<file path="src/hdl/rgm_pkg.sv">
// rgm_pkg: shared types, constants and the arctangent table for the
// roberts gradient block; used by every module under hdl
package rgm_pkg;

  localparam int MaxWidth    = 2048;
  localparam int SampleBits  = 16;
  localparam int AddrBits    = $clog2(MaxWidth);
  localparam int DimBits     = 12;
  localparam int DiffBits    = SampleBits + 1;
  localparam int MagBits     = 17;
  localparam int AngBits     = 16;
  localparam int CordicSteps = 24;
  localparam int SqrtSteps   = 17;
  localparam int StepBits    = 5;
  localparam int VecBits     = 34;
  localparam int ZBits       = 28;
  localparam int SumBits     = 35;

  localparam logic signed [ZBits-1:0] PiQ24 = 28'sd52707179;
  localparam logic signed [17:0] QuarterPiQ13 = 18'sd6434;
  localparam logic signed [17:0] PiQ13        = 18'sd25736;
  localparam logic signed [17:0] TwoPiQ13     = 18'sd51472;

  localparam logic [DimBits-1:0] WidthReset  = 12'd640;
  localparam logic [DimBits-1:0] HeightReset = 12'd480;

  typedef enum logic {
    REG_WIDTH  = 1'b0,
    REG_HEIGHT = 1'b1
  } reg_idx_e;

  typedef struct packed {
    logic [DimBits-1:0] width;
    logic [DimBits-1:0] height;
  } dims_t;

  // one classified window between front and back
  typedef struct packed {
    logic signed [DiffBits-1:0] d1;
    logic signed [DiffBits-1:0] d2;
    logic                       und;
    logic [AddrBits-1:0]        col;
    logic [AddrBits-1:0]        row;
    logic                       last;
  } win_t;

  typedef struct packed {
    logic push;
    logic full;
  } qctl_t;

  function automatic logic signed [ZBits-1:0] atan_q24(input logic [StepBits-1:0] i);
    logic signed [ZBits-1:0] v;
    case (i)
      5'd0:  v = 28'sd13176795;
      5'd1:  v = 28'sd7778716;
      5'd2:  v = 28'sd4110060;
      5'd3:  v = 28'sd2086331;
      5'd4:  v = 28'sd1047214;
      5'd5:  v = 28'sd524117;
      5'd6:  v = 28'sd262123;
      5'd7:  v = 28'sd131069;
      5'd8:  v = 28'sd65536;
      5'd9:  v = 28'sd32768;
      5'd10: v = 28'sd16384;
      5'd11: v = 28'sd8192;
      5'd12: v = 28'sd4096;
      5'd13: v = 28'sd2048;
      5'd14: v = 28'sd1024;
      5'd15: v = 28'sd512;
      5'd16: v = 28'sd256;
      5'd17: v = 28'sd128;
      5'd18: v = 28'sd64;
      5'd19: v = 28'sd32;
      5'd20: v = 28'sd16;
      5'd21: v = 28'sd8;
      5'd22: v = 28'sd4;
      5'd23: v = 28'sd2;
      default: v = '0;
    endcase
    return v;
  endfunction

endpackage

</file>
<file path="src/hdl/rgm_queue.sv">
// rgm_queue: two-entry window queue between front and back
// uses rgm_pkg::win_t and rgm_pkg::qctl_t
module rgm_queue (
  input  logic           clk_i,
  input  logic           rst_ni,
  input  rgm_pkg::qctl_t wr_i,
  output logic           full_o,
  input  rgm_pkg::win_t  item_i,
  input  logic           pop_i,
  output logic           empty_o,
  output rgm_pkg::win_t  item_o
);

  rgm_pkg::win_t buf_q [2];
  logic          wp_q, rp_q;
  logic [1:0]    cnt_q;

  assign full_o  = (cnt_q == 2'd2);
  assign empty_o = (cnt_q == 2'd0);
  assign item_o  = buf_q[rp_q];

  always_ff @(posedge clk_i) begin
    if (wr_i.push) buf_q[wp_q] <= item_i;
  end

  always_ff @(posedge clk_i or negedge rst_ni) begin
    if (!rst_ni) begin
      wp_q  <= 1'b0;
      rp_q  <= 1'b0;
      cnt_q <= 2'd0;
    end else begin
      if (wr_i.push) wp_q <= ~wp_q;
      if (pop_i) rp_q <= ~rp_q;
      cnt_q <= cnt_q + {1'b0, wr_i.push} - {1'b0, pop_i};
    end
  end

endmodule

</file>
<file path="config.mk">
export PLATFORM = sky130hd
export DESIGN_NAME = rgm_queue
export DESIGN_NICKNAME = d
export VERILOG_FILES = /design/src/hdl/rgm_pkg.sv /design/src/hdl/rgm_queue.sv
export SDC_FILE = /design/constraint.sdc
export NUM_CORES = 1
export LEC_CHECK = 0
export BUFFER_PORTS_ARGS = -buffer_cell sky130_fd_sc_hd__buf_2
export CORE_MARGIN = 3
export CORE_UTILIZATION = 35
export CTS_BUF_LIST = sky130_fd_sc_hd__clkbuf_4 sky130_fd_sc_hd__clkbuf_8
export DETAILED_ROUTE_END_ITERATION = 10
export GPL_TIMING_DRIVEN = 0
export SYNTH_ARGS = -nofsm -noshare
export SYNTH_HDL_FRONTEND = slang
export SYNTH_SLANG_ARGS = --single-unit
</file>
<file path="constraint.sdc">
create_clock -name clk_i -period 4.29 [get_ports clk_i]
set_input_delay 0.429 -clock clk_i [delete_from_list [all_inputs] [get_ports clk_i]]
set_output_delay 0.429 -clock clk_i [all_outputs]
set_load 0.1 [all_outputs]
</file>
After elaboration in Yosys (flattened, before gate mapping). Memories as Yosys holds them, arrays and structs flattened. Index checks and enable logic that the tools add are counted.

Output and inout port bits: 60. Memories kept: 1. Bits in writable memories: 116. Bits of input ports: 63. Word-level logic and storage cells: 12. Register bits: 4.

Memory list: buf_q (words 2, width 58, rd ports 1, clocked after memory_dff 0, write ports 1, line rgm_queue.sv:14) `rgm_pkg::win_t buf_q [2];`.

Add/subtract/negate cells: 2. Bitwise logic cells: 2. Multiplexer cells: 2. Reduce and logical (&&, ||, !) cells: 1. Eq/ne operators: 1.

Operator list (count): adder 2 x 1 -> 2 bit (1); equality test 2 bit, second input constant (1); logical NOT 2 bit (1); 2-to-1 mux 1 bit (2); NOT 1 bit (2); subtractor 2 x 1 -> 2 bit (1).

Longest topological paths before layout. Gate-level depths: netlist (run 1).

Depth in word-level cells: 2. Mapped depth: 5. Gate-level depth less buffers: 5.

Worst setup path before layout (run 1). OpenSTA, ideal clock, no wires.

Path type: input-to-reg. Start point: input port wr_i[1] (netlist bit). End point: memory buf_q[0][0] (netlist bit), enable pin. Library setup time: 481 ps. Required time: 3809 ps. Stages on the path: 1. Path slack: 822 ps. Arrival: 2987 ps. Buffers on the path: 0. Cells stage by stage: nor2b_1.

Cells in the longest elaborated chain, start to end: 2.

Ends and longest elaborated chain: from (decl) (line rgm_queue.sv:6) `input rgm_pkg::qctl_t wr_i,`; 2-to-1 mux 1 bit (line rgm_queue.sv:23) `if (wr_i.push) buf_q[wp_q] <= item_i;`; 2-to-1 mux 1 bit (not written as such) (line rgm_queue.sv:23); to (decl) (line rgm_queue.sv:14).

No other way between the ends.

==> flow_metrics.tcl, run 1 <==
set metrics [dict create \
    status "finished, final reports clean" \
    htree_levels 4 \
    die_w_um 118 \
    yosysSeqAreaShare_pct 80.9 \
    grt_pass1_wl_um 12400 \
    grt_pass1_vias 2448 \
    max_cap_violations 0 \
    drive_above_1_share_pct 63.1 \
    final-max-slew-violation-count 0 \
    synth.area.mux_share_pct 15.6 \
    holdPathStages 1 \
    die_area_um2 14000 \
    min_path_type "in2reg" \
    drt_first_pass_iters 4 \
    postCtsHoldBufs 1 \
    ys_ff_latch 120 \
    core-area_um2 12200 \
    cts_tree "built" \
    clkSlewWorstSetupHoldPaths_ns 0.06 \
    setup_ws_ns 2.02 \
    rsz0062_at_grt "no" \
    io_pins 123 \
    cp.arrival_ns 1.84 \
    cts_buffer_depth 2 \
    synth.avg_cell_area_um2 22.6 \
    antenna_found_initial 1 \
    tightest_slew_ns 0.821 \
    final_cell_area_um2 5710 \
    die_h_um 118 \
    fin_nets 404 \
    place_ws_ns 2.45 \
    syn_to_final_growth_pct 28.9 \
    synth_top_family_by_area "multiplexers" \
    post_cts_buffers 0 \
    root_buffer "clkbuf_8" \
    synth_compound_area_share_pct 0 \
    critPathMaxFanout 10 \
    ys_types 14 \
    skew_ns 0.00672 \
    cts_resized 0 \
    setup_violations 0 \
    postRouteAntennaNets 0 \
    synth_fp_nets 261 \
    routedWlPerCell_um 15.1 \
    port_buffers 121 \
    drt-total-wl_um 7870 \
    required_ns 3.86 \
    vias 2243 \
    fin_crit_ns 2.27 \
    cts_num_sinks 120 \
    yosys_warnings 0 \
    critPathKind "reg2out" \
    synthCells 196 \
    endpoint_kind "output port" \
    rows 40 \
    rrSetupSlack_ns 2.75 \
    grt_overflow_total 0 \
    place_congestion 0.614 \
    nFillCells 1117 \
    synthSimpleGateAreaFrac_pct 0.509 \
    synthAdderAreaFrac_pct 0.565 \
    drcViolationCount 0 \
    period_share_pct 53.0 \
    place_hpwl_um 5130 \
    grt_usage_pct 11.9 \
    antenna_cells 0 \
    r2r_cells 1 \
    clock_latency_ns 0.43 \
    placed_area_um2 5300 \
    relSlewSlack_pct 45.3 \
    synth_xor_area_share_pct 0.932 \
    syn_area_um2 4430 \
    r2r_end "buf_q[1][35]" \
    fmax_mhz 440 \
    grt_max_degree 59 \
    numCtsBuffers 17 \
    start_util_pct 36.3 \
    min_from "item_i[55]" \
    cp-start-kind "register" \
    viasPerCell 4.31 \
    worst_hold_path.endpoint "buf_q[0][55]" \
    crit-reg2reg-launch "wp_q" \
    hold_viol_final 0 \
    fin_util_pct 46.7 \
    fin_setup_tns_ns 0 \
    drtIter0Drc 76 \
]
==> kinds of logic after synthesis <==
| kind of cell | after synthesis |
|---|---|
| DFF | 120 |
| muxes | 58 |
| buffers and inverters | 9 |
| and+or+nand+nor | 4 |
| xor gates and xnor gates | 3 |
| adders and majority gates | 2 |
==> flip-flops by register name (all words and copies together) (netlist names) <==
| register | count |
|---|---|
| wp_q | 1 |
| cnt_q | 2 |
| rp_q | 1 |
| buf_q | 116 |
==> worst max path at each step <==
| stage | end | cells past startpoint | slack (ns) | from |
|---|---|---|---|---|
| 4_1_cts | item_o[38] | 5 | 1.96 | rp_q |
| 3_5_place_dp | item_o[38] | 5 | 2.45 | rp_q |
| 6_report | item_o[38] | 5 | 2.02 | rp_q |
| 2_1_floorplan | buf_q[0][0] | 1 | 0.82 | wr_i[1] |
| 5_1_grt | item_o[39] | 5 | 1.93 | rp_q |
| 3_3_place_gp | buf_q[0][32] | 2 | -1.09 | wr_i[1] |
==> synthesized netlist by cell type, drive strengths merged <==
| master | number | area [um^2] |
|---|---|---|
| nor2 | 1 | 3.75 |
| xor2 | 2 | 17.5 |
| mux2 | 58 | 691 |
| and2 | 1 | 6.26 |
| dfrtp | 4 | 100 |
| inv | 2 | 7.51 |
| buf | 7 | 57.6 |
| ha | 2 | 25.0 |
| edfxtp | 116 | 3480 |
| nor2b | 2 | 12.5 |
| xor3 | 1 | 23.8 |
==> cell type report <==
class,count,area (um^2),area share [%]
Tap cell,168,210,3.68
Timing Repair Buffer,124,663,11.6
Inverter,2,7.51,0.132
Clock inverter,3,40.0,0.702
Multi-Input combinational cell,67,790,13.8
Buffer,7,57.6,1.01
Sequential cell,120,3580,62.8
Clock buffer,29,355,6.23
==> critical path, cell delays in order, from the launching register on <==
cell     delay [ns]
dfrtp_1        0.37
buf_6          0.13
buf_6          0.14
buf_8          0.16
mux2_4         0.20
buf_2          0.41
==> through the flow <==
step,hold WS [ns],cells
4_1_cts,0.148,520
2_1_floorplan,0.133,196
3_3_place_gp,0.238,485
6_report,0.187,520
3_5_place_dp,0.242,487
5_1_grt,0.144,520
==> layout by cell type (no fill, tap or decap) <==
cell type and count:
buf_2 125, edfxtp_1 116, mux2_2 48, clkbuf_8 22
mux2_4 10, clkbuf_4 7, dfrtp_1 4, inv_1 2
buf_6 2, xor2_1 2, ha_1 2, clkinv_2 2
xor3_1 1, buf_8 1, and2_4 1, nor2_1 1
nor2b_1 1, nor2b_4 1, bufinv_16 1, dlygate4sd3_1 1
buf_12 1, buf_16 1
==> routing by layer <==
| layer | up-vias | GRT usage [%] | part of all wire (%) | wire, um |
|---|---|---|---|---|
| met1 | 1081 | 13.1 | 40 | 3140 |
| met2 | 86 | 19.2 | 50 | 3910 |
| met3 | 17 | 5.79 | 8.0 | 631 |
| met5 | - | 0 | 0.089 | 7 |
| li1 | 1057 | - | - | - |
| met4 | 2 | 6.08 | 2.3 | 182 |
Power of run 1 is not shown: default switching activity piles up to over one toggle a cycle in this logic, so the estimate is an artifact.
==> inputs of run 2 (changes only) <==
--- a/config.mk
+++ b/config.mk
@@ -5,6 +5,7 @@
 export SDC_FILE = /design/constraint.sdc
 export NUM_CORES = 1
 export LEC_CHECK = 0
+export ABC_AREA = 1
 export BUFFER_PORTS_ARGS = -buffer_cell sky130_fd_sc_hd__buf_2
 export CORE_MARGIN = 3
 export CORE_UTILIZATION = 35
==> constraint.sdc (replaced) <==
create_clock -name clk_i -period 2.25 [get_ports clk_i]
set_input_delay 0.225 -clock clk_i [delete_from_list [all_inputs] [get_ports clk_i]]
set_output_delay 0.225 -clock clk_i [all_outputs]
set_load 0.1 [all_outputs]
==> run 2 against run 1 <==
Die area grew 6.5%; cell area grew 16%; synthesized area grew 6.9%; register-to-register slack lost 2.1 ns; global-route usage grew 2.0 points; final cell count grew 38%; first-iteration DRC count grew 41%; via count grew 36%; highest routed layer is now met4.
==> flow_metrics.tcl, run 2 <==
set metrics [dict create \
    status "finished, final reports clean" \
    max_cap_violations 0 \
    cts_resized 0 \
    grt_usage_pct 13.9 \
    place_congestion 0.731 \
    wl_met1_um 3920 \
    cp-start-kind "register" \
    tightest_slew_ns 0.597 \
    period_share_pct 93.3 \
    grt_max_degree 35 \
    postRouteAntennaNets 0 \
    routedWlPerCell_um 13.5 \
    cp.arrival_ns 1.87 \
    vias 3049 \
    drt_first_pass_iters 5 \
    final_cell_mix "128 x buf_2, 116 x edfxtp_1, 64 x inv_1, 61 x dlygate4sd3_1, 34 x nand2_1" \
    dr_wl_met2_um 4910 \
    largest_register_ffs 116 \
    yosys_warnings 0 \
    required_ns 2.03 \
    yosysSeqAreaShare_pct 75.7 \
    min_path_type "in2async" \
    htree_levels 4 \
    r2r_end "buf_q[1][22]" \
    synth_top_area_cell "edfxtp_1" \
    synthFlopType "edfxtp_1" \
    syn_area_um2 4730 \
    port_buffers 121 \
    critPathKind "reg2out" \
    relSlewSlack_pct 60.1 \
    top_layer "met4" \
    synth_area_leaders "edfxtp_1 74%, o21ai_2 5.6%, inv_1 5.2%, nand2_2 4.0%, o21ai_0 2.9%" \
    setup_violations 0 \
    grt_overflow_total 0 \
    rrSetupSlack_ns 0.66 \
    skew_ns 0.00720 \
    cp_common_cell "buf_2" \
    ys_ff_latch 120 \
    die_area_um2 15000 \
    place_hpwl_um 6130 \
    rows 41 \
    drt-total-wl_um 9650 \
    ys_types 17 \
    grt_pass1_vias 3217 \
    numCtsBuffers 17 \
    setup_ws_ns 0.151 \
    synth.most_common_cell "edfxtp_1" \
    die_h_um 122 \
    r2r_cells 3 \
    antenna_found_initial 0 \
    placed_area_um2 5630 \
    core-area_um2 12900 \
    cts_buffer_depth 2 \
    clock_latency_ns 0.44 \
    critPathMaxStageDelay_ns 0.48 \
    layout_commonest_cell "buf_2" \
    clkSlewWorstSetupHoldPaths_ns 0.06 \
    nFillCells 1156 \
    drtIter0Drc 107 \
    cts_num_sinks 120 \
    critPathMaxFanout 10 \
    die_w_um 122 \
    postCtsHoldBufs 61 \
    synthCells 328 \
    synth_commonest_cells "116 x edfxtp_1, 65 x inv_1, 34 x nand2_1" \
    largest_register "buf_q" \
    io_pins 123 \
    cts_tree "built" \
    fin_setup_tns_ns 0 \
    synth_edf_count 116 \
    synth.avg_cell_area_um2 14.4 \
    post_cts_buffers 0 \
    async_flop_share_pct 3.33 \
    fin_crit_ns 2.10 \
    root_buffer "clkbuf_8" \
    place_ws_ns 0.609 \
    drcViolationCount 0 \
    biggestRegsByFlops "buf_q: 116 flops, cnt_q: 2 flops" \
    cp_slowest_cell "buf_2" \
    rsz0062_at_grt "no" \
    drive_above_1_share_pct 41.9 \
    hold_viol_final 0 \
    grt_pass1_wl_um 15400 \
    synth_fp_nets 393 \
    path_cells "buf_6 > buf_2 > o21ai_0 > buf_2" \
    start_util_pct 36.6 \
    antenna_cells 0 \
    fmax_mhz 477 \
    synth_top_area_share_pct 73.6 \
    fin_nets 597 \
    crit-reg2reg-launch "wp_q" \
    syn_to_final_growth_pct 39.9 \
    wl_met3_um 604 \
    viasPerCell 4.26 \
    final-max-slew-violation-count 0 \
    endpoint_kind "output port" \
    final_cell_area_um2 6620 \
]
## run 2: final cells by class
cell class | instances | area [um^2] | share of cell area, %
clock buffer | 20 | 256 | 3.87
timing repair buffer | 185 | 1280 | 19.3
buffer | 13 | 129 | 1.95
clock inverter | 11 | 131 | 1.98
tap | 172 | 215 | 3.25
sequential | 120 | 3580 | 54.1
inverter | 65 | 244 | 3.68
multi-input combinational | 130 | 788 | 11.9
## run 2: cell families (layout without fill, tap and decap cells)
group	Yosys count	count (layout)	synth area share (%)
DFF	120	120	75.7
adders and majority gates	2	2	0.529
xor gates and xnor gates	2	2	0.370
buffers and inverters	78	294	7.88
AOI/OAI and AO/OA	58	58	8.51
and+or+nand+nor	68	68	7.00
## run 2: worst max-delay path: cells and delay by family (launching register included)
kind	cells	cell delay, ns
compound gates	1	0.25
buf+inv	3	0.81
flops	1	0.38
## run 2: routing by layer
metal / vias to the layer above / global-route usage, %
met5: - / 0
met4: 0 / 6.58
met3: 19 / 5.39
met2: 93 / 24.0
met1: 1418 / 14.8
li1: 1519 / -
## run 2: worst max-delay path by stage
| stage | cells after the start | from | slack, ns | endpoint |
|---|---|---|---|---|
| after floorplan | 3 | rp_q | -0.73 | item_o[10] |
| after global placement | 2 | wp_q | -0.51 | buf_q[1][28] |
| after detailed placement | 4 | rp_q | 0.61 | item_o[17] |
| after CTS | 4 | rp_q | 0.1 | item_o[17] |
| after global routing | 4 | rp_q | 0.01 | item_o[17] |
| final | 4 | rp_q | 0.15 | item_o[23] |
## run 2: metrics by stage
stage	hold WS (ns)	instances	util, %
after floorplan	-0.0706	328	-
after global placement	0.0353	621	43.1
after detailed placement	0.0387	624	43.5
after CTS	0.0748	716	51.2
after global routing	0.113	716	51.2
final	0.130	716	51.2
Power of run 2 is left out for the same reason.
