File: config.mk
export PLATFORM = sky130hd
export DESIGN_NAME = rgm_back
export DESIGN_NICKNAME = d
export VERILOG_FILES = /design/src/hdl/rgm_pkg.sv /design/src/hdl/rgm_back.sv
export SDC_FILE = /design/constraint.sdc
export NUM_CORES = 2
export LEC_CHECK = 0
export BUFFER_PORTS_ARGS = -buffer_cell sky130_fd_sc_hd__buf_2
export CAP_MARGIN = 10
export CORE_ASPECT_RATIO = 0.9
export CORE_MARGIN = 1.5
export CORE_UTILIZATION = 60
export CTS_CLUSTER_SIZE = 10
export DETAILED_ROUTE_END_ITERATION = 10
export PLACE_DENSITY = 0.77
export RECOVER_POWER = 25
export SYNTH_ARGS = -nofsm -noshare
export SYNTH_HDL_FRONTEND = slang
export SYNTH_SLANG_ARGS = --single-unit
File: constraint.sdc
create_clock -name clk_i -period 17.95 [get_ports clk_i]
set_clock_uncertainty 0.2 [all_clocks]
set_input_delay 0.8975 -clock clk_i [delete_from_list [all_inputs] [get_ports clk_i]]
set_output_delay 0.8975 -clock clk_i [all_outputs]
set_load 0.01 [all_outputs]
File: src/hdl/rgm_pkg.sv
// rgm_pkg: shared types, constants and the arctangent table for the
// roberts gradient block; used by every module under hdl
package rgm_pkg;

  localparam int MaxWidth    = 2048;
  localparam int SampleBits  = 16;
  localparam int AddrBits    = $clog2(MaxWidth);
  localparam int DimBits     = 12;
  localparam int DiffBits    = SampleBits + 1;
  localparam int MagBits     = 17;
  localparam int AngBits     = 16;
  localparam int CordicSteps = 24;
  localparam int SqrtSteps   = 17;
  localparam int StepBits    = 5;
  localparam int VecBits     = 34;
  localparam int ZBits       = 28;
  localparam int SumBits     = 35;

  localparam logic signed [ZBits-1:0] PiQ24 = 28'sd52707179;
  localparam logic signed [17:0] QuarterPiQ13 = 18'sd6434;
  localparam logic signed [17:0] PiQ13        = 18'sd25736;
  localparam logic signed [17:0] TwoPiQ13     = 18'sd51472;

  localparam logic [DimBits-1:0] WidthReset  = 12'd640;
  localparam logic [DimBits-1:0] HeightReset = 12'd480;

  typedef enum logic {
    REG_WIDTH  = 1'b0,
    REG_HEIGHT = 1'b1
  } reg_idx_e;

  typedef struct packed {
    logic [DimBits-1:0] width;
    logic [DimBits-1:0] height;
  } dims_t;

  // one classified window between front and back
  typedef struct packed {
    logic signed [DiffBits-1:0] d1;
    logic signed [DiffBits-1:0] d2;
    logic                       und;
    logic [AddrBits-1:0]        col;
    logic [AddrBits-1:0]        row;
    logic                       last;
  } win_t;

  typedef struct packed {
    logic push;
    logic full;
  } qctl_t;

  function automatic logic signed [ZBits-1:0] atan_q24(input logic [StepBits-1:0] i);
    logic signed [ZBits-1:0] v;
    case (i)
      5'd0:  v = 28'sd13176795;
      5'd1:  v = 28'sd7778716;
      5'd2:  v = 28'sd4110060;
      5'd3:  v = 28'sd2086331;
      5'd4:  v = 28'sd1047214;
      5'd5:  v = 28'sd524117;
      5'd6:  v = 28'sd262123;
      5'd7:  v = 28'sd131069;
      5'd8:  v = 28'sd65536;
      5'd9:  v = 28'sd32768;
      5'd10: v = 28'sd16384;
      5'd11: v = 28'sd8192;
      5'd12: v = 28'sd4096;
      5'd13: v = 28'sd2048;
      5'd14: v = 28'sd1024;
      5'd15: v = 28'sd512;
      5'd16: v = 28'sd256;
      5'd17: v = 28'sd128;
      5'd18: v = 28'sd64;
      5'd19: v = 28'sd32;
      5'd20: v = 28'sd16;
      5'd21: v = 28'sd8;
      5'd22: v = 28'sd4;
      5'd23: v = 28'sd2;
      default: v = '0;
    endcase
    return v;
  endfunction

endpackage

File: src/hdl/rgm_back.sv
// rgm_back: iterative square root and cordic vectoring over one window,
// holds the result register; uses rgm_pkg
module rgm_back (
  input  logic          clk_i,
  input  logic          rst_ni,
  input  logic          q_empty_i,
  output logic          q_pop_o,
  input  rgm_pkg::win_t q_item_i,
  output logic          out_valid_o,
  input  logic          out_ready_i,
  output logic [rgm_pkg::MagBits-1:0]        magnitude_o,
  output logic signed [rgm_pkg::AngBits-1:0] angle_o,
  output logic          result_undefined_o,
  output logic [rgm_pkg::AddrBits-1:0]       column_o,
  output logic [rgm_pkg::AddrBits-1:0]       row_o,
  output logic          frame_last_o
);

  localparam int VecBits = rgm_pkg::VecBits;
  localparam int ZBits   = rgm_pkg::ZBits;
  localparam int SumBits = rgm_pkg::SumBits;

  typedef enum logic [2:0] {
    B_IDLE,
    B_MUL,
    B_SUM,
    B_ITER,
    B_DONE
  } bstate_e;

  bstate_e                        state_q;
  rgm_pkg::win_t                  item_q;
  logic [2*rgm_pkg::DiffBits-1:0] p1_q, p2_q;
  logic [SumBits-1:0]             n_q, r_q;
  logic signed [VecBits-1:0]      x_q, y_q;
  logic signed [ZBits-1:0]        z_q, base_q;
  logic [rgm_pkg::StepBits-1:0]   cnt_q;
  logic                           out_valid_q;

  logic signed [VecBits-1:0]      xs, ys;
  logic [SumBits-1:0]             sbit, trial;
  logic [rgm_pkg::StepBits-1:0]   sk;
  logic signed [ZBits-1:0]        theta, t;
  logic signed [17:0]             q;
  logic                           zero_vec, out_free;

  assign q_pop_o     = (state_q == B_IDLE) && !q_empty_i;
  assign out_valid_o = out_valid_q;
  assign out_free    = !out_valid_q || out_ready_i;
  assign zero_vec    = (item_q.d1 == '0) && (item_q.d2 == '0);

  always_comb begin
    xs    = x_q >>> cnt_q;
    ys    = y_q >>> cnt_q;
    sk    = 5'(rgm_pkg::SqrtSteps - 1) - cnt_q;
    sbit  = SumBits'(1) << {sk, 1'b0};
    trial = r_q + sbit;
    theta = zero_vec ? '0 : base_q + z_q;
    t     = theta + ZBits'(1024);
    q     = 18'(t >>> 11) - rgm_pkg::QuarterPiQ13;
    if (q <= -rgm_pkg::PiQ13) q = q + rgm_pkg::TwoPiQ13;
  end

  always_ff @(posedge clk_i or negedge rst_ni) begin
    if (!rst_ni) begin
      state_q     <= B_IDLE;
      out_valid_q <= 1'b0;
      cnt_q       <= '0;
    end else begin
      // in B_DONE a taken result is replaced below when the next one is ready
      if (out_valid_q && out_ready_i && (state_q != B_DONE)) out_valid_q <= 1'b0;
      case (state_q)
        B_IDLE: begin
          if (!q_empty_i) begin
            item_q  <= q_item_i;
            state_q <= q_item_i.und ? B_DONE : B_MUL;
          end
        end
        B_MUL: begin
          p1_q <= 34'($signed(item_q.d1) * $signed(item_q.d1));
          p2_q <= 34'($signed(item_q.d2) * $signed(item_q.d2));
          // vectors with negative x are turned by pi first
          if (item_q.d2 < 0) begin
            base_q <= (item_q.d1 >= 0) ? rgm_pkg::PiQ24 : -rgm_pkg::PiQ24;
            x_q    <= -(VecBits'(item_q.d2) <<< 14);
            y_q    <= -(VecBits'(item_q.d1) <<< 14);
          end else begin
            base_q <= '0;
            x_q    <= VecBits'(item_q.d2) <<< 14;
            y_q    <= VecBits'(item_q.d1) <<< 14;
          end
          z_q     <= '0;
          state_q <= B_SUM;
        end
        B_SUM: begin
          n_q     <= SumBits'(p1_q) + SumBits'(p2_q);
          r_q     <= '0;
          cnt_q   <= '0;
          state_q <= B_ITER;
        end
        B_ITER: begin
          if (y_q < 0) begin
            x_q <= x_q - ys;
            y_q <= y_q + xs;
            z_q <= z_q - rgm_pkg::atan_q24(cnt_q);
          end else begin
            x_q <= x_q + ys;
            y_q <= y_q - xs;
            z_q <= z_q + rgm_pkg::atan_q24(cnt_q);
          end
          if (cnt_q < 5'(rgm_pkg::SqrtSteps)) begin
            if (n_q >= trial) begin
              n_q <= n_q - trial;
              r_q <= (r_q >> 1) + sbit;
            end else begin
              r_q <= r_q >> 1;
            end
          end
          cnt_q <= cnt_q + 1'b1;
          if (cnt_q == 5'(rgm_pkg::CordicSteps - 1)) state_q <= B_DONE;
        end
        B_DONE: begin
          if (out_free) begin
            out_valid_q        <= 1'b1;
            result_undefined_o <= item_q.und;
            column_o           <= item_q.col;
            row_o              <= item_q.row;
            frame_last_o       <= item_q.last;
            if (item_q.und) begin
              magnitude_o <= '0;
              angle_o     <= '0;
            end else begin
              // remainder above root means round up
              magnitude_o <= rgm_pkg::MagBits'(n_q > r_q ? r_q + 1'b1 : r_q);
              angle_o     <= rgm_pkg::AngBits'(q);
            end
            state_q <= B_IDLE;
          end
        end
        default: state_q <= B_IDLE;
      endcase
    end
  end

endmodule

# ---- Word-level counts from Yosys, hierarchy flattened
# Memories as Yosys holds them, arrays and structs flattened.
# Cells that the tools add are included.
dict set report word_totals {
  reg_bits 386
  mem_bits_ro 1536
  input_bits 62
  output_inout_bits 59
  word_cells 118
  mem_count 2
}
# memory words width rd rd_clocked_by_memory_dff write_ports line
set memory_table {}
lappend memory_table {{(name not given)} 32 24 1 0 0 rgm_pkg.sv:54} ;# case (i)
lappend memory_table {{(name not given)} 32 24 1 0 0 rgm_pkg.sv:54}
dict set report op_classes {
  add_sub_neg 19
  multipliers 2
  order_cmp 7
  n_eq_ne 11
  shift 3
  n_mux 31
  bitwise 1
  reduce_logical 19
}
# operator count
set op_table {}
lappend op_table {{two-way mux 28 bit} 7}
lappend op_table {{two-way mux 35 bit} 4}
lappend op_table {{one-hot mux 35 bit (2 select lines)} 2}
lappend op_table {{two-way mux 34 bit} 4}
lappend op_table {{one-hot mux 34 bit (2 select lines)} 2}
lappend op_table {{adder 34 bit} 2}
lappend op_table {{multiplier 17 x 17 -> 34 bit} 2}
lappend op_table {{negation 31 -> 34 bit} 2}
lappend op_table {{>>> shifter 34 x 5 -> 34 bit} 2}
lappend op_table {{subtractor 34 bit} 2}
lappend op_table {{adder 28 bit} 2}
lappend op_table {{one-hot mux 28 bit (2 select lines)} 1}
lappend op_table {{adder 34 x 34 -> 35 bit} 1}
lappend op_table {{adder 34 x 35 -> 35 bit} 1}
lappend op_table {{adder 35 bit} 1}
lappend op_table {{>= comparator 35 bit} 1}
lappend op_table {{> comparator 35 bit} 1}
lappend op_table {{left shift 1 x 6 -> 35 bit (first input constant)} 1}
lappend op_table {{subtractor 35 bit} 1}
lappend op_table {{zero test 17 bit} 2}
lappend op_table {{less-than comparator 34 x 1 -> 1 bit (second input constant)} 1}
lappend op_table {{adder 28 x 12 -> 28 bit (second input constant)} 1}
lappend op_table {{subtractor 28 bit} 1}
lappend op_table {{less-or-equal comparator 18 x 16 -> 1 bit (second input constant)} 1}
lappend op_table {{29 further kinds} 48}

# ---- Depth between registers and ports, before layout
dict set report depth {
  depth_word 7
  ltp_mapped 42
  ltp_nobuf 34
}

# ---- Worst setup path after synthesis
# No wires, ideal clock.
dict set report synth_timing {
  path_type {input to register}
  startpoint {in rst_ni}
  endpoint {reg base_q[0] (enable)}
  setup_ns 0.504
  t_arrival_ns 11.125
  required_time_ns 17.246
  setup_slack_ns 6.122
  path_stages 2
  path_buffers 0
  cell_sequence {nor3b_1 > nor2b_1}
}
dict set report synth_between {
  elab_chain_cells 1
}
# element line
set synth_lines {}
lappend synth_lines {{start, declared} rgm_back.sv:5} ;# input logic rst_ni,
lappend synth_lines {{AND reduction 2 bit (no line)} n/a}
lappend synth_lines {{end signal, assigned} rgm_back.sv:84} ;# base_q <= (item_q.d1 >= 0) ? rgm_pkg::PiQ24 : -rgm_pkg::PiQ24;
lappend synth_lines {{end, declared} rgm_back.sv:36} ;# logic signed [ZBits-1:0] z_q, base_q;
# Every way passes these cells.
# A chain may end at the register's enable or synchronous reset.

# ---- Final worst setup path
dict set report layout_timing {
  startpoint {reg cnt_q[0] (netlist name)}
  endpoint {reg n_q[12] (enable)}
}
dict set report layout_between {
  elab_chain_cells 6
  elab_cells_between_ends 8
  classes_between {add/sub: 2; order compare: 2; eq/ne: 2; shift: 1; reduce/logical: 1}
}
# element line
set layout_lines {}
lappend layout_lines {{start, declared} rgm_back.sv:37} ;# logic [rgm_pkg::StepBits-1:0] cnt_q;
lappend layout_lines {{start signal, assigned} rgm_back.sv:119} ;# cnt_q <= cnt_q + 1'b1;
lappend layout_lines {{subtractor 5 bit} rgm_back.sv:55} ;# sk = 5'(rgm_pkg::SqrtSteps - 1) - cnt_q;
lappend layout_lines {{left shift 1 x 6 -> 35 bit} rgm_back.sv:56} ;# sbit = SumBits'(1) << {sk, 1'b0};
lappend layout_lines {{adder 35 bit} rgm_back.sv:57} ;# trial = r_q + sbit;
lappend layout_lines {{>= comparator 35 bit} rgm_back.sv:112} ;# if (n_q >= trial) begin
lappend layout_lines {{!= test 2 bit (no line)} n/a}
lappend layout_lines {{AND reduction 4 bit (no line) (*)} n/a}
lappend layout_lines {{end signal, assigned} rgm_back.sv:96} ;# n_q <= SumBits'(p1_q) + SumBits'(p2_q);
lappend layout_lines {{end signal, assigned} rgm_back.sv:113} ;# n_q <= n_q - trial;
lappend layout_lines {{end, declared} rgm_back.sv:34} ;# logic [SumBits-1:0] n_q, r_q;
# Mark *: on every way between the ends. The rest lies on a longest branch, timed or not.

==> results.sh <==
export IMPL_outcome="complete, but fails checks"
export IMPL_failed_checks="capacitance limit, slew limit"
export IMPL_dpl_cell_area_sq_um=52300
export IMPL_cts_tree="built"
export IMPL_grt_first_pass_wirelength_um=210000
export IMPL_post_synth_instance_area_sq_um=50600
export IMPL_cp_common_cell="a31oi_1"
export IMPL_row_count=100
export IMPL_yosysWarningCount=0
export IMPL_critical_path_required_ns=18.06
export IMPL_clk_pin_slew_worst_paths_ns=0.06
export IMPL_synth_seq_cells=359
export IMPL_cap_violations=3
export IMPL_postSynth_asyncResetShare_pct=2.51
export IMPL_critical_path_top_delay_family="compound AO/OA/AOI/OAI gates"
export IMPL_tightest_slew_ns=2.25
export IMPL_route_final_wire_length_um=130000
export IMPL_grt_overflow_total=0
export IMPL_cp_num_cells=33
export IMPL_vias_per_cell=5.97
export IMPL_post_route_min_period_ns=10.43
export IMPL_numCtsBuffers=48
export IMPL_place_congestion=0.985
export IMPL_synth_edf_count=350
export IMPL_grt_pass1_vias=40100
export IMPL_worst_hold_startpoint="item_q[18]"
export IMPL_ir_drop_uv=167
export IMPL_post_drt_wl_per_cell_um=19.5
export IMPL_hold_end="column_o[6]"
export IMPL_area_growth_synth_to_final_pct=6.22
export IMPL_dpl_hpwl_um=101000
export IMPL_path_max_fanout=62
export IMPL_cts_root_to_sink_buffers=3
export IMPL_finish_instance_area_sq_um=53800
export IMPL_number_of_remaining_drc_errors=0
export IMPL_dr_first_iter_drc_count=3530
export IMPL_antenna_cells_inserted=0
export IMPL_post_layout_total_power_mw=11.6
export IMPL_cts_num_sinks=359
export IMPL_final_fill_count=6778
export IMPL_yosysSeqAreaShare_pct=21.2
export IMPL_die_area_sq_um=86200
export IMPL_period_share_pct=58.1
export IMPL_io_buffers=120
export IMPL_core_region_area_sq_um=83200
export IMPL_grt_usage_pct=30.7
export IMPL_multiInputGateArea_sq_um=36500
export IMPL_h_tree_levels=2
export IMPL_synth_avg_cell_area_sq_um=9.25
export IMPL_route_antenna_remaining_nets=0
export IMPL_grt_setup_unrepaired="no"
export IMPL_wirelength_met1_um=54800
export IMPL_synthesis_instances=5476
export IMPL_cp_num_buf_inv=3
export IMPL_route_top_layer_used="met4"
export IMPL_route_met2_wl_um=60800
export IMPL_max_stage_delay_ns=1.50
export IMPL_postCtsSetupRepairBufs=0
export IMPL_io_pin_count=121
export IMPL_grt_start_max_net_pins=78
export IMPL_report_final_hold_viol_count=0
export IMPL_worstPathArrival_ns=10.54
export IMPL_reg2reg_slack_ns=7.52
export IMPL_die_h_um=279
export IMPL_reg2reg_from="cnt_q[0]"
export IMPL_r2r_end="n_q[12]"
export IMPL_p_leak_nw=23.7
export IMPL_most_used_flip_flop_cell_after_synthesis="edfxtp_1"
export IMPL_grt_antenna_before_repair=1
export IMPL_critical_path_endpoint_type="flip-flop"
export IMPL_met3RoutedLength_um=9400
export IMPL_critical_path_slowest_cell="dfrtp_1"
export IMPL_initial_core_util_pct=60.9
export IMPL_hold_path_class="flip-flop to flip-flop"
export IMPL_die_width_um=309
export IMPL_clk_insertion_delay_late_ns=0.64
export IMPL_most_common_layout_cells="inv_1, fa_1, nand2_1"
export IMPL_setup_viol=0
export IMPL_worst_r2r_path_cells=33
export IMPL_cts_root_buffer_cell="clkbuf_16"
export IMPL_p_per_area_nw_per_um2=216
export IMPL_max_slew_margin_pct=-50.1
export IMPL_hold_path_depth=0
export IMPL_critPathKind="flip-flop to flip-flop"
export IMPL_worst_setup_path_start_kind="flip-flop"
export IMPL_achievable_frequency_mhz=95.9
export IMPL_drive_above_1_share_pct=5.87
export IMPL_detailroute_via_count=39700
export IMPL_first_pass_iters=6
export IMPL_layout_nets=6564
export IMPL_layout_cells_most_common="inv_1"
export IMPL_synth_cell_type_count=91
export IMPL_maxSlewViolCount=111
export IMPL_final_setup_tns_ns=0
export IMPL_register_area_sq_um=10700
export IMPL_synth_nets=6542
[through the flow]
stage                     utilization (%)  std cells  worst slack (ns)  hold slack (ns)
after floorplan                         -       5476              6.12            0.200
after global placement               62.9       6569              8.85            0.200
after detailed placement             62.9       6569              8.68            0.205
after CTS                            64.8       6654              8.58            0.210
after global routing                 64.6       6654              6.70            0.220
final                                64.6       6654              7.52            0.217
[report_power, final]
part | total [mW] | leakage (nW) | internal (mW) | switching [mW]
registers | 1.96 | 3.36 | 1.63 | 0.328
clock network | 0.992 | 0.766 | 0.584 | 0.408
logic | 8.68 | 19.6 | 3.63 | 5.05
total | 11.6 | 23.7 | 5.84 | 5.79
[worst max path at each step]
stage | from | endpoint
final | cnt_q[0] | n_q[12]
after global routing | cnt_q[0] | n_q[12]
after CTS | cnt_q[0] | n_q[5]
after detailed placement | cnt_q[0] | n_q[18]
after global placement | cnt_q[0] | n_q[18]
after floorplan | rst_ni | base_q[0]
[per-layer routing]
metal | vias to the layer above | GRT usage [%]
met2 | 1501 | 50.8
li1 | 18600 | -
met5 | - | 0
met3 | 266 | 3.91
met1 | 19400 | 41.7
met4 | 0 | 10.4
[worst reg2reg max path, delay by kind of cell (launching register included)]
family                     cells  cell delay (ns)
and+or+nand+nor                5             0.63
xor gates and xnor gates       2             0.33
adders and majority gates      3             1.16
DFF                            1             1.50
AOI/OAI and AO/OA             20             5.18
buffers and inverters          3             1.12
[final cells by class]
type,instances,share of cell area (%)
Clock inverter,19,0.470
Timing Repair Buffer,168,1.61
Multi-Input combinational cell,4185,67.8
Tap cell,1122,2.61
Clock buffer,65,2.44
Inverter,736,5.14
Sequential cell,359,20.0
[logic make-up (layout without fill, tap and decap cells)]
logic type	Yosys count	in the layout	synth area share, %
xor+xnor	421	421	7.28
buf+inv	932	988	6.96
fa+ha+maj	1004	1004	32.9
mux	120	120	3.85
simple gates	1585	1585	14.7
flops	359	359	21.2
compound gates	1055	1055	13.1
[cells in the mapped netlist (17+ instances only)]
cell,instances,area [sq um]
mux2_2,17,191
edfxtp_1,350,10500
inv_1,719,2700
o21ai_0,264,1320
or2_2,21,131
xor2_1,132,1160
mux2i_1,44,440
nor2b_1,63,394
a211oi_1,45,338
clkbuf_1,153,574
nand3_1,76,380
ha_1,455,5690
and3_1,46,288
nor2_1,462,1730
mux4_2,58,1310
nand2_1,493,1850
nand4_1,24,150
or3_1,46,288
a31oi_1,60,375
o21bai_1,39,293
a21o_1,94,706
nor3_1,93,465
o31ai_1,39,293
o211ai_1,19,143
xnor2_1,289,2530
fa_1,549,11000
a31o_2,24,210
and2_1,129,807
buf_1,30,113
o21a_1,37,278
nand2b_1,60,375
nor4_1,17,106
a21oi_1,309,1550
[flip-flops by register name (all words and copies together) (netlist names)]
| signal | cells |
|---|---|
| item_q | 58 |
| n_q | 35 |
| r_q | 35 |
| x_q | 34 |
| y_q | 34 |
| p1_q | 33 |
| p2_q | 33 |
| z_q | 28 |
| magnitude_o | 17 |
| angle_o | 16 |
| column_o | 11 |
| row_o | 11 |
| cnt_q | 5 |
| base_q | 3 |
| state_q | 3 |
| frame_last_o | 1 |
| out_valid_o | 1 |
| result_undefined_o | 1 |
[timing repair]
item,in CTS,in global routing
endpoints found under the hold margin,9,0
gates resized for setup,0,0
hold buffers,1,0
No activity file was read; power rests on OpenSTA's default activity.
